[src/design/pnce_pkg.sv]
// shared types and constants for the palette nearest color engine
// no dependencies; imported by every module of the block

package pnce_pkg;

    // palette geometry
    localparam int PNCE_MAX_ENTRIES = 256;
    localparam int PNCE_WORD_W      = 32;

    // palette_bits register
    localparam int             BITS_W       = 4;
    localparam logic [BITS_W-1:0] PAL_BITS_RST = 4'd8;
    localparam logic [BITS_W-1:0] PAL_BITS_MIN = 4'd1;
    localparam logic [BITS_W-1:0] PAL_BITS_MAX = 4'd8;

    // width of 2^palette_bits, up to 256
    localparam int POW_W = 9;

    // squared rgb distance, at most 3 * 255^2
    localparam int SQ_W   = 16;
    localparam int DIST_W = 18;

    localparam logic [7:0]             ALPHA_OPAQUE = 8'hFF;
    localparam logic [7:0]             CHAN_ZERO    = 8'h00;
    localparam logic [PNCE_WORD_W-1:0] OPAQUE_BLACK = 32'hFF00_0000;

    typedef enum logic [1:0] {
        MODE_WRITE  = 2'd0,
        MODE_READ   = 2'd1,
        MODE_SEARCH = 2'd2,
        MODE_RAMP   = 2'd3
    } pnce_mode_t;

    typedef struct packed {
        pnce_mode_t mode;
        logic [7:0] entry_index;
        logic [7:0] in_alpha;
        logic [7:0] in_red;
        logic [7:0] in_green;
        logic [7:0] in_blue;
    } pnce_req_t;

    typedef struct packed {
        logic [7:0] out_index;
        logic [7:0] out_alpha;
        logic [7:0] out_red;
        logic [7:0] out_green;
        logic [7:0] out_blue;
    } pnce_rsp_t;

    // controller to datapath
    typedef struct packed {
        logic latch_req;
        logic wr_req;
        logic ramp_start;
        logic ramp_step;
        logic scan_start;
        logic scan_step;
        logic load_out;
        logic out_search;
    } pnce_cmd_t;

    // datapath to controller
    typedef struct packed {
        pnce_mode_t req_mode;
        logic       ramp_last;
        logic       scan_last;
        logic       pipe_busy;
        logic       out_free;
    } pnce_status_t;

endpackage

[src/design/pnce_ctrl.sv]
// sequencer for the palette engine: request decode, ramp, read and search
// depends on pnce_pkg for command and status structs

module pnce_ctrl
    import pnce_pkg::*;
(
    input  logic         clk,
    input  logic         rst_n,
    input  logic         req_valid,
    output logic         req_ready,
    input  pnce_status_t status,
    output pnce_cmd_t    cmd
);

    typedef enum logic [2:0] {
        S_RAMP,
        S_IDLE,
        S_READ,
        S_READ_OUT,
        S_SCAN,
        S_DRAIN
    } state_t;

    state_t state_reg;
    state_t state_next;
    logic   ready_reg;
    logic   accept;

    assign accept    = req_valid && ready_reg;
    assign req_ready = ready_reg;

    always_comb
    begin
        state_next = state_reg;
        cmd        = '0;
        case (state_reg)
            S_RAMP:
            begin
                cmd.ramp_step = 1'b1;
                if (status.ramp_last)
                begin
                    state_next = S_IDLE;
                end
            end
            S_IDLE:
            begin
                if (accept)
                begin
                    cmd.latch_req = 1'b1;
                    case (status.req_mode)
                        MODE_WRITE:
                        begin
                            cmd.wr_req = 1'b1;
                        end
                        MODE_READ:
                        begin
                            state_next = S_READ;
                        end
                        MODE_SEARCH:
                        begin
                            cmd.scan_start = 1'b1;
                            state_next     = S_SCAN;
                        end
                        MODE_RAMP:
                        begin
                            cmd.ramp_start = 1'b1;
                            state_next     = S_RAMP;
                        end
                        default:
                        begin
                            state_next = S_IDLE;
                        end
                    endcase
                end
            end
            S_READ:
            begin
                state_next = S_READ_OUT;
            end
            S_READ_OUT:
            begin
                if (status.out_free)
                begin
                    cmd.load_out = 1'b1;
                    state_next   = S_IDLE;
                end
            end
            S_SCAN:
            begin
                cmd.scan_step = 1'b1;
                if (status.scan_last)
                begin
                    state_next = S_DRAIN;
                end
            end
            S_DRAIN:
            begin
                if (!status.pipe_busy && status.out_free)
                begin
                    cmd.load_out   = 1'b1;
                    cmd.out_search = 1'b1;
                    state_next     = S_IDLE;
                end
            end
            default:
            begin
                state_next = S_IDLE;
            end
        endcase
    end

    always_ff @(posedge clk or negedge rst_n)
    begin
        if (!rst_n)
        begin
            state_reg <= S_RAMP;
            ready_reg <= 1'b0;
        end
        else
        begin
            state_reg <= state_next;
            ready_reg <= (state_next == S_IDLE);
        end
    end

endmodule

[config.mk]
export PLATFORM = sky130hd
export DESIGN_NAME = pnce_ctrl
export DESIGN_NICKNAME = d
export VERILOG_FILES = /design/src/design/pnce_pkg.sv /design/src/design/pnce_ctrl.sv
export SDC_FILE = /design/constraint.sdc
export NUM_CORES = 1
export LEC_CHECK = 0
export BUFFER_PORTS_ARGS = -buffer_cell sky130_fd_sc_hd__buf_2
export CELL_PAD_IN_SITES_DETAIL_PLACEMENT = 1
export CELL_PAD_IN_SITES_GLOBAL_PLACEMENT = 2
export CORE_MARGIN = 10
export CORE_UTILIZATION = 19
export DETAILED_ROUTE_END_ITERATION = 10
export GPL_TIMING_DRIVEN = 0
export PLACE_DENSITY_LB_ADDON = 0.1
export SETUP_SLACK_MARGIN = 0.3
export SYNTH_ARGS = -nofsm -noshare
export SYNTH_HDL_FRONTEND = slang
export SYNTH_SLANG_ARGS = --single-unit
[constraint.sdc]
create_clock -name clk -period 1.4 [get_ports clk]
set_input_delay 0.07 -clock clk [delete_from_list [all_inputs] [get_ports clk]]
set_output_delay 0.07 -clock clk [all_outputs]
set_load 0.05 [all_outputs]
After elaboration in Yosys (flattened, before gate mapping)
Cells that the tools add are included. Widths: inputs -> output; s select.

Equal/unequal tests: 9. Mux-type cells: 20. Reduce and logical (&&, ||, !) cells: 5.

Operators by type and width (number): $mux 3 (7); $pmux 3 s6 (1); $mux 1 (9); $pmux 3 s3 (1); $eq 3x1->1 const B (2); $eq 3x2->1 const B (2); $eq 3x3->1 const B (2); $eq 2x2->1 const B (2); $logic_not 3->1 (1); $eq 2x1->1 const B (1); $logic_and 1x1->1 (2); $logic_not 2->1 (1); $mux 2 (1); $pmux 1 s2 (1); $logic_not 1->1 (1).

Bits in registers: 4. Input bits: 9. Output and inout bits: 9.

Logic depth before layout (Yosys ltp)
Gate-level depths: netlist (run 1).

Depth after elaboration: 5. Mapped depth: 3.

Worst setup path after synthesis (run 1)
Ideal clock, no wire load.

Kind: flip-flop to output port. From: register ready_reg, in the netlist req_ready. To: output port cmd[3] (netlist bit). Arrival: 2687 ps. Required time: 1330 ps. Setup slack: -1357 ps. Cell stages (with the launch flop): 4. Path buffers: 0. Cell sequence: dfrtp_1 nand3_1 nor3_1 and3_1.

RTL lines: start: declaration (line pnce_ctrl.sv:26) `logic ready_reg;`; start signal: assignment (line pnce_ctrl.sv:122) `ready_reg <= (state_next == S_IDLE);`; end: declaration (line pnce_ctrl.sv:12) `output pnce_cmd_t cmd`.

==> impl_summary.log, run 1 <==
[metrics] run status: finished with violations
[metrics] failing checks: negative setup slack
[metrics] Worst Skew: 0.0103 ns
[metrics] kind of launch point of the worst setup path: flop
[metrics] commonest cells in the netlist: 4 x sky130_fd_sc_hd__dfrtp_1, 4 x sky130_fd_sc_hd__nor2_1, 3 x sky130_fd_sc_hd__and3_1, 3 x sky130_fd_sc_hd__inv_1
[metrics] maxcap violations: 0
[metrics] number of flip-flops in the largest register: 3
[metrics] top-area cell type share of the netlist area: 36.0%
[metrics] main area contributors after synthesis: sky130_fd_sc_hd__dfrtp_1 36%, sky130_fd_sc_hd__and3_1 6.8%, sky130_fd_sc_hd__a31o_2 6.3%, sky130_fd_sc_hd__a2111oi_2 5.4%, sky130_fd_sc_hd__nor2_1 5.4%
[metrics] max-slew violation count: 0
[metrics] die outline height: 58.2 um
[metrics] violation count after the first detailed-route iteration: 4
[metrics] Post-Synthesis Cells: 32
[metrics] Critical Path AT: 1.34 ns
[metrics] Final Wtd Congestion: 0.697
[metrics] total iterations of the first detailed-routing run: 2
[metrics] Final Instance Count excl. Fillers: 76
[metrics] number of antenna-violating nets in the routed design: 0
[metrics] achievable clock frequency: 707 MHz
[metrics] Max-slew headroom: 80.0%
[metrics] top-level I/O count: 18
[metrics] via density per instance: 4.82
[metrics] Crit Path Category: flop to primary output
[metrics] total routing resource utilization after global routing: 6.52%
[metrics] type of the tightest min-delay check: input port to asynchronous set/reset pin
[metrics] element type at the critical path end: primary output
[metrics] RSZ-0062 raised after global routing: true
[metrics] signed area change from the synthesized netlist to the final layout: 136%
[metrics] layout net count: 71
[metrics] flip-flop and latch area: 105 um2
[metrics] hold slack final: 0.164 ns
[metrics] HPWL after detailed placement: 877 um
[metrics] number of buffers created by CTS: 3
[metrics] Clock Pin Slew Worst Setup and Hold Paths: 0.04 ns
[metrics] final critical-path setup slack: -0.0143 ns
[metrics] standby leakage power: 0.281 nW
[metrics] placed cells: 64
[metrics] depth of the CTS H-tree: 1
[metrics] final routed wire length divided by cell count: 14.5 um
[metrics] overall die width: 58.2 um
[metrics] flip-flop cell with the highest count after synthesis: sky130_fd_sc_hd__dfrtp_1
[metrics] number of remaining DRC errors: 0
[metrics] input/output buffers: 17
[metrics] final setup violating endpoints: 1
[metrics] power density cells: 1800 mW/mm2
[metrics] overall die area: 0.00339 mm2
[metrics] fraction of layout instances using a drive strength above 1: 78.7%
[metrics] number of nets in the synthesized netlist: 41
[metrics] final WL: 1100 um
[metrics] # diodes: 0
[metrics] WP data required: 1.33 ns
[metrics] Async S/R FF share, synth: 100%
[metrics] initial core utilization: 20.8%
[metrics] Max VDD drop: 627 uV
[metrics] CTS tree: done
[metrics] number of clock sinks: 4
[metrics] insertion delay of the later-clocked pin in the worst-skew pair: 0.24 ns
[metrics] maximum number of pins on one net before global-route repair: 7
[metrics] Fillers: 155
[metrics] number of synthesized register bits: 4
[metrics] via count of the first global-routing pass: 420
[metrics] global route overflow: 0
[metrics] Tightest Pin Transition: 0.297 ns
[metrics] clock tree root buffer cell: sky130_fd_sc_hd__clkbuf_4
[metrics] Synth cell types: 19
[metrics] number of placement rows: 13
[metrics] overall via count from detail_route: 366
[metrics] number of enable flip-flop cells after synthesis: 0
[metrics] maximum fanout count along the critical path: 3
[metrics] sequential-to-total area share from yosys stat: 36.0%
[metrics] Final Cycle Share: 101%
[metrics] final hold violations: 0
[metrics] Warnings, synthesis: 0
[metrics] netlist area before placement: 278 um2
[metrics] wire length of the first global-routing pass: 1790 um
[metrics] final critical-path required period: 1.41 ns
[metrics] Multi-input gate area: 262 um2
[metrics] per-instance average area after synthesis: 8.68 um2
[metrics] cell type contributing the most total cell area after synthesis: sky130_fd_sc_hd__dfrtp_1
[metrics] Layout Utilization: 49.1%
[metrics] antenna violations before repair: 0
[metrics] Longest Clk Path Bufs: 2
[metrics] floorplan core area: 0.00133 mm2
## layout by cell type (no fill, tap or decap)
cell,instances
sky130_fd_sc_hd__dlygate4sd3_1,1
sky130_fd_sc_hd__clkbuf_1,1
sky130_fd_sc_hd__buf_6,7
sky130_fd_sc_hd__nor3_4,2
sky130_fd_sc_hd__nor2_2,1
sky130_fd_sc_hd__o21ai_1,1
sky130_fd_sc_hd__and2_4,1
sky130_fd_sc_hd__nand3_4,1
sky130_fd_sc_hd__buf_8,5
sky130_fd_sc_hd__nor4_1,1
sky130_fd_sc_hd__buf_4,3
sky130_fd_sc_hd__nor2_4,2
sky130_fd_sc_hd__o32ai_2,1
sky130_fd_sc_hd__buf_2,9
sky130_fd_sc_hd__dfrtp_2,4
sky130_fd_sc_hd__and3b_2,1
sky130_fd_sc_hd__and3_4,3
sky130_fd_sc_hd__a31o_4,1
sky130_fd_sc_hd__xnor2_1,1
sky130_fd_sc_hd__nor2b_4,1
sky130_fd_sc_hd__nand2b_1,1
sky130_fd_sc_hd__a2111oi_2,1
sky130_fd_sc_hd__and2_1,1
sky130_fd_sc_hd__nand2_1,1
sky130_fd_sc_hd__inv_1,3
sky130_fd_sc_hd__or2b_1,1
sky130_fd_sc_hd__clkbuf_4,3
sky130_fd_sc_hd__nor2_1,1
sky130_fd_sc_hd__mux2_2,1
sky130_fd_sc_hd__a31o_2,1
## metrics by stage
stage                      TNS, ns  total power [W]  setup slack, ns  instance area [um2]
after CTS                   -0.172          0.00114          -0.0418                  622
after global placement    -0.00898         0.000748         -0.00898                  432
after global routing        -0.351          0.00125          -0.0746                  654
final                      -0.0143          0.00118          -0.0143                  654
after floorplan              -1.31         0.000637           -0.287                  328
after detailed placement    -0.112         0.000761          -0.0672                  432
## per-layer routing
metal  track usage [%]  vias up  share of wire, %
met3              2.83        0               6.5
met4              2.68        0                 0
met1              6.17      180                38
met5                 0        -                 0
met2              12.0       12                56
li1                  -      174                 -
## repair_timing
action	CTS	global route
resized for setup	35	5
hold endpoints to repair	4	0
hold buffers	1	0
pin swaps	9	2
setup endpoints to repair	12	12
setup buffers	5	2
## critical path: stages (launching register included)
cell                      delay [ns]
sky130_fd_sc_hd__dfrtp_2        0.43
sky130_fd_sc_hd__or2b_1         0.26
sky130_fd_sc_hd__o21ai_1        0.13
sky130_fd_sc_hd__and2_4         0.16
sky130_fd_sc_hd__buf_8          0.14
## where the power goes
group,switching [W],internal [W],total (W)
registers,0.0000524,0.000167,0.000220
clock network,0.0000510,0.000107,0.000158
logic,0.000443,0.000355,0.000798
## final cells by class
| cell class | count | share of cell area [%] |
|---|---|---|
| sequential | 4 | 16.1 |
| tap | 15 | 2.87 |
| timing repair buffer | 25 | 35.4 |
| clock buffer | 4 | 4.02 |
| inverter | 3 | 1.72 |
| multi-input combinational | 25 | 40.0 |
## cell families after synthesis
logic type	count (synthesis)	synth area share, %
buf+inv	3	4.05
mux	1	4.05
compound gates	5	16.7
simple gates	18	36.0
flops	4	36.0
xor+xnor	1	3.15
## path summary, 6_finish.rpt
kind                            slack (ns)  depth (start not counted)          from           end
worst max-delay path                 -0.01                          4  state_reg[1]        cmd[1]
max in group asynchronous             1.10                          2         rst_n  state_reg[2]
min in group clk                      0.16                          2     status[4]  state_reg[1]
worst max register to register        0.09                          4  state_reg[2]     req_ready
worst min-delay path                  0.16                          2         rst_n     req_ready
worst min register to register        0.65                          3  state_reg[1]  state_reg[0]
(Power assumes the default switching activity.)
==> run 2: changes to the inputs <==
- CORE_UTILIZATION: 19 -> 17
- GPL_TIMING_DRIVEN: 0 -> default
- clock period: 1.4 -> 1.3 ns (I/O delays scaled with it)
==> impl_summary.log, run 2 (synthesized netlist as in run 1, its figures left out) <==
[metrics] max-slew violation count: 0 (unchanged)
[metrics] wire length of the first global-routing pass: 2190 um (+22%)
[metrics] Max VDD drop: 964 uV (+54%)
[metrics] flip-flop and latch area: 105 um2 (unchanged)
[metrics] kind of launch point of the worst setup path: flop
[metrics] most common cell after layout, fill and taps aside: sky130_fd_sc_hd__buf_2
[metrics] element type at the critical path end: primary output
[metrics] achievable clock frequency: 705 MHz
[metrics] Critical Path AT: 1.35 ns (about the same)
[metrics] run status: finished with violations
[metrics] final hold violations: 0 (unchanged)
[metrics] type of the tightest min-delay check: input port to flop
[metrics] worst hold path cell count: 2
[metrics] signed area change from the synthesized netlist to the final layout: 140%
[metrics] crit-path max cell delay: 0.44 ns (about the same)
[metrics] Worst R2R End: state_reg[2]
[metrics] power density cells: 1960 mW/mm2 (+9.3%)
[metrics] Final Cycle Share: 109%
[metrics] layout net count: 73 (+2.8%)
[metrics] maximum number of pins on one net before global-route repair: 7 (unchanged)
[metrics] number of buffers created by CTS: 3 (unchanged)
[metrics] maximum fanout count along the critical path: 4 (+1)
[metrics] clock network power share: 12.3% (-1.1 points)
[metrics] total iterations of the first detailed-routing run: 2 (unchanged)
[metrics] combinational group share of total power: 69.2% (+1.3 points)
[metrics] met2 track utilization from global routing: 13.5% (+1.6 points)
[metrics] worst reg2reg startpoint: state_reg[1]
[metrics] relative contribution of sequential cells to total power: 18.5% (-0.2 points)
[metrics] critical path depth in cells: 4 (unchanged)
[metrics] family with the most delay on the worst path: flip-flops
[metrics] floorplan core area: 0.00152 mm2 (+14%)
[metrics] Tightest Pin Transition: 0.361 ns (+0.0632 ns)
[metrics] via density per instance: 4.63 (-3.9%)
[metrics] Worst path slowest cell: sky130_fd_sc_hd__dfrtp_2
[metrics] fraction of layout instances using a drive strength above 1: 80.6% (+2.0 points)
[metrics] global routing met1 resource utilization: 8.68% (+2.5 points)
[metrics] insertion delay of the later-clocked pin in the worst-skew pair: 0.24 ns (about the same)
[metrics] total cell area at the placement stage: 498 um2 (+15%)
[metrics] switching share of power: 46.5% (about the same)
[metrics] overall die area: 0.00365 mm2 (+7.6%)
[metrics] total routing resource utilization after global routing: 7.96% (+1.4 points)
[metrics] maxcap violations: 0 (unchanged)
[metrics] violation count after the first detailed-route iteration: 3 (-1)
[metrics] number of clock sinks: 4 (unchanged)
[metrics] # diodes: 0 (unchanged)
[metrics] Crit Path Category: flop to primary output
[metrics] total negative slack: -0.611 ns (-0.597 ns)
[metrics] final routed wire length divided by cell count: 15.8 um (+9.6%)
[metrics] overall die width: 60.4 um (+3.8%)
[metrics] global route overflow: 0 (unchanged)
[metrics] RSZ-0062 raised after global routing: true
[metrics] number of flip-flops in the largest register: 3 (unchanged)
[metrics] antenna violations before repair: 0 (unchanged)
[metrics] Longest Clk Path Bufs: 2 (unchanged)
[metrics] Final Wtd Congestion: 0.722 (+3.6%)
[metrics] Worst Skew: 0.00396 ns (-0.00633 ns)
[metrics] Max-slew headroom: 75.7% (-4.3 points)
[metrics] failing checks: negative setup slack
[metrics] buffering stage count on the worst path with inverters included: 2 (+1)
[metrics] final critical-path setup slack: -0.118 ns (-0.104 ns)
[metrics] layer with the highest usage after global routing: met2
[metrics] number of antenna-violating nets in the routed design: 0 (unchanged)
[metrics] Worst setup endpoint: cmd[0]
[metrics] critical path startpoint: state_reg[1]
[metrics] WP data required: 1.24 ns (-0.09 ns)
[metrics] summed area of non-filler cells in the final layout: 667 um2 (+1.9%)
[metrics] top-level I/O count: 18 (unchanged)
[metrics] met3 track demand over resource in global routing: 3.34% (+0.51 points)
[metrics] final setup violating endpoints: 9 (+8)
[metrics] initial core utilization: 18.2% (-2.6 points)
[metrics] die outline height: 60.4 um (+3.8%)
[metrics] final WL: 1240 um (+12%)
[metrics] standby leakage power: 0.295 nW (+4.9%)
[metrics] highest-count cells in the layout ignoring fill and taps: 9 x sky130_fd_sc_hd__buf_2, 6 x sky130_fd_sc_hd__buf_6, 6 x sky130_fd_sc_hd__buf_4
[metrics] Switching Power: 0.000610 W (+12%)
[metrics] P_int: 0.000700 W (+11%)
[metrics] Clock Pin Slew Worst Setup and Hold Paths: 0.04 ns (about the same)
[metrics] final critical-path required period: 1.42 ns
[metrics] number of placement rows: 14 (+1)
[metrics] worst-case reg-to-reg path depth: 4 (unchanged)
[metrics] depth of the CTS H-tree: 1 (unchanged)
[metrics] number of remaining DRC errors: 0 (unchanged)
[metrics] CTS tree: done
[metrics] overall via count from detail_route: 361 (-1.4%)
[metrics] input/output buffers: 17 (unchanged)
[metrics] sequence of cells on the critical path: or2b_1 -> buf_4 -> nor2b_4 -> buf_6
[metrics] Fillers: 166 (+7.1%)
[metrics] Multi-input gate area: 265 um2 (+1.4%)
[metrics] reg2reg setup slack: -0.01 ns (-0.10 ns)
[metrics] clock tree root buffer cell: sky130_fd_sc_hd__clkbuf_4
[metrics] via count of the first global-routing pass: 426 (+1.4%)
[run 2: worst min-delay path by stage]
stage | startpoint | endpoint | slack [ns]
after detailed placement | rst_n | state_reg[2] | -0.13
after CTS | rst_n | req_ready | 0.15
after global placement | rst_n | state_reg[1] | -0.13
after global routing | status[4] | state_reg[1] | 0.15
final | status[4] | state_reg[1] | 0.14
after floorplan | rst_n | req_ready | -0.23
[run 2: stage by stage]
| step | cells | setup WS, ns | util, % | total power [W] | hold WS (ns) |
|---|---|---|---|---|---|
| 2_1_floorplan | 32 | -0.381 | - | 0.000729 | -0.231 |
| 3_3_place_gp | 71 | 0.00858 | 32.7 | 0.000938 | -0.128 |
| 3_5_place_dp | 71 | -0.0245 | 32.7 | 0.000953 | -0.127 |
| 4_1_cts | 77 | -0.112 | 42.3 | 0.00130 | 0.146 |
| 5_1_grt | 78 | -0.180 | 43.8 | 0.00141 | 0.151 |
| 6_report | 78 | -0.118 | 43.8 | 0.00131 | 0.144 |
[run 2: metal layers]
metal | part of all wire, % | wire, um | vias up
li1 | - | - | 177
met1 | 37 | 456 | 170
met2 | 54 | 671 | 12
met3 | 7.2 | 89 | 2
met4 | 1.5 | 19 | 0
met5 | 0 | 0 | -
[run 2: power by group through the flow]
stage          registers (W)  logic [W]  clock network, W
6_report            0.000243   0.000907          0.000161
5_1_grt             0.000252   0.000977          0.000182
4_1_cts             0.000242   0.000887          0.000167
3_5_place_dp        0.000241   0.000712                 0
3_3_place_gp        0.000236   0.000702                 0
2_1_floorplan       0.000316   0.000413                 0
[run 2: layout make-up]
| class | instances | area share [%] |
|---|---|---|
| repair buffers | 27 | 36.4 |
| clock buffers | 3 | 3.38 |
| multi-input cells | 25 | 39.8 |
| inverters | 3 | 1.69 |
| well taps | 16 | 3.00 |
| flip-flops and latches | 4 | 15.8 |
[run 2: repair_timing]
item / in CTS / in global routing
buffers inserted: 2 / 1
setup endpoints to repair: 12 / 12
pin swaps: 4 / 1
resized for setup: 29 / 4
hold buffers: 1 / 0
endpoints found under the hold margin: 4 / 0
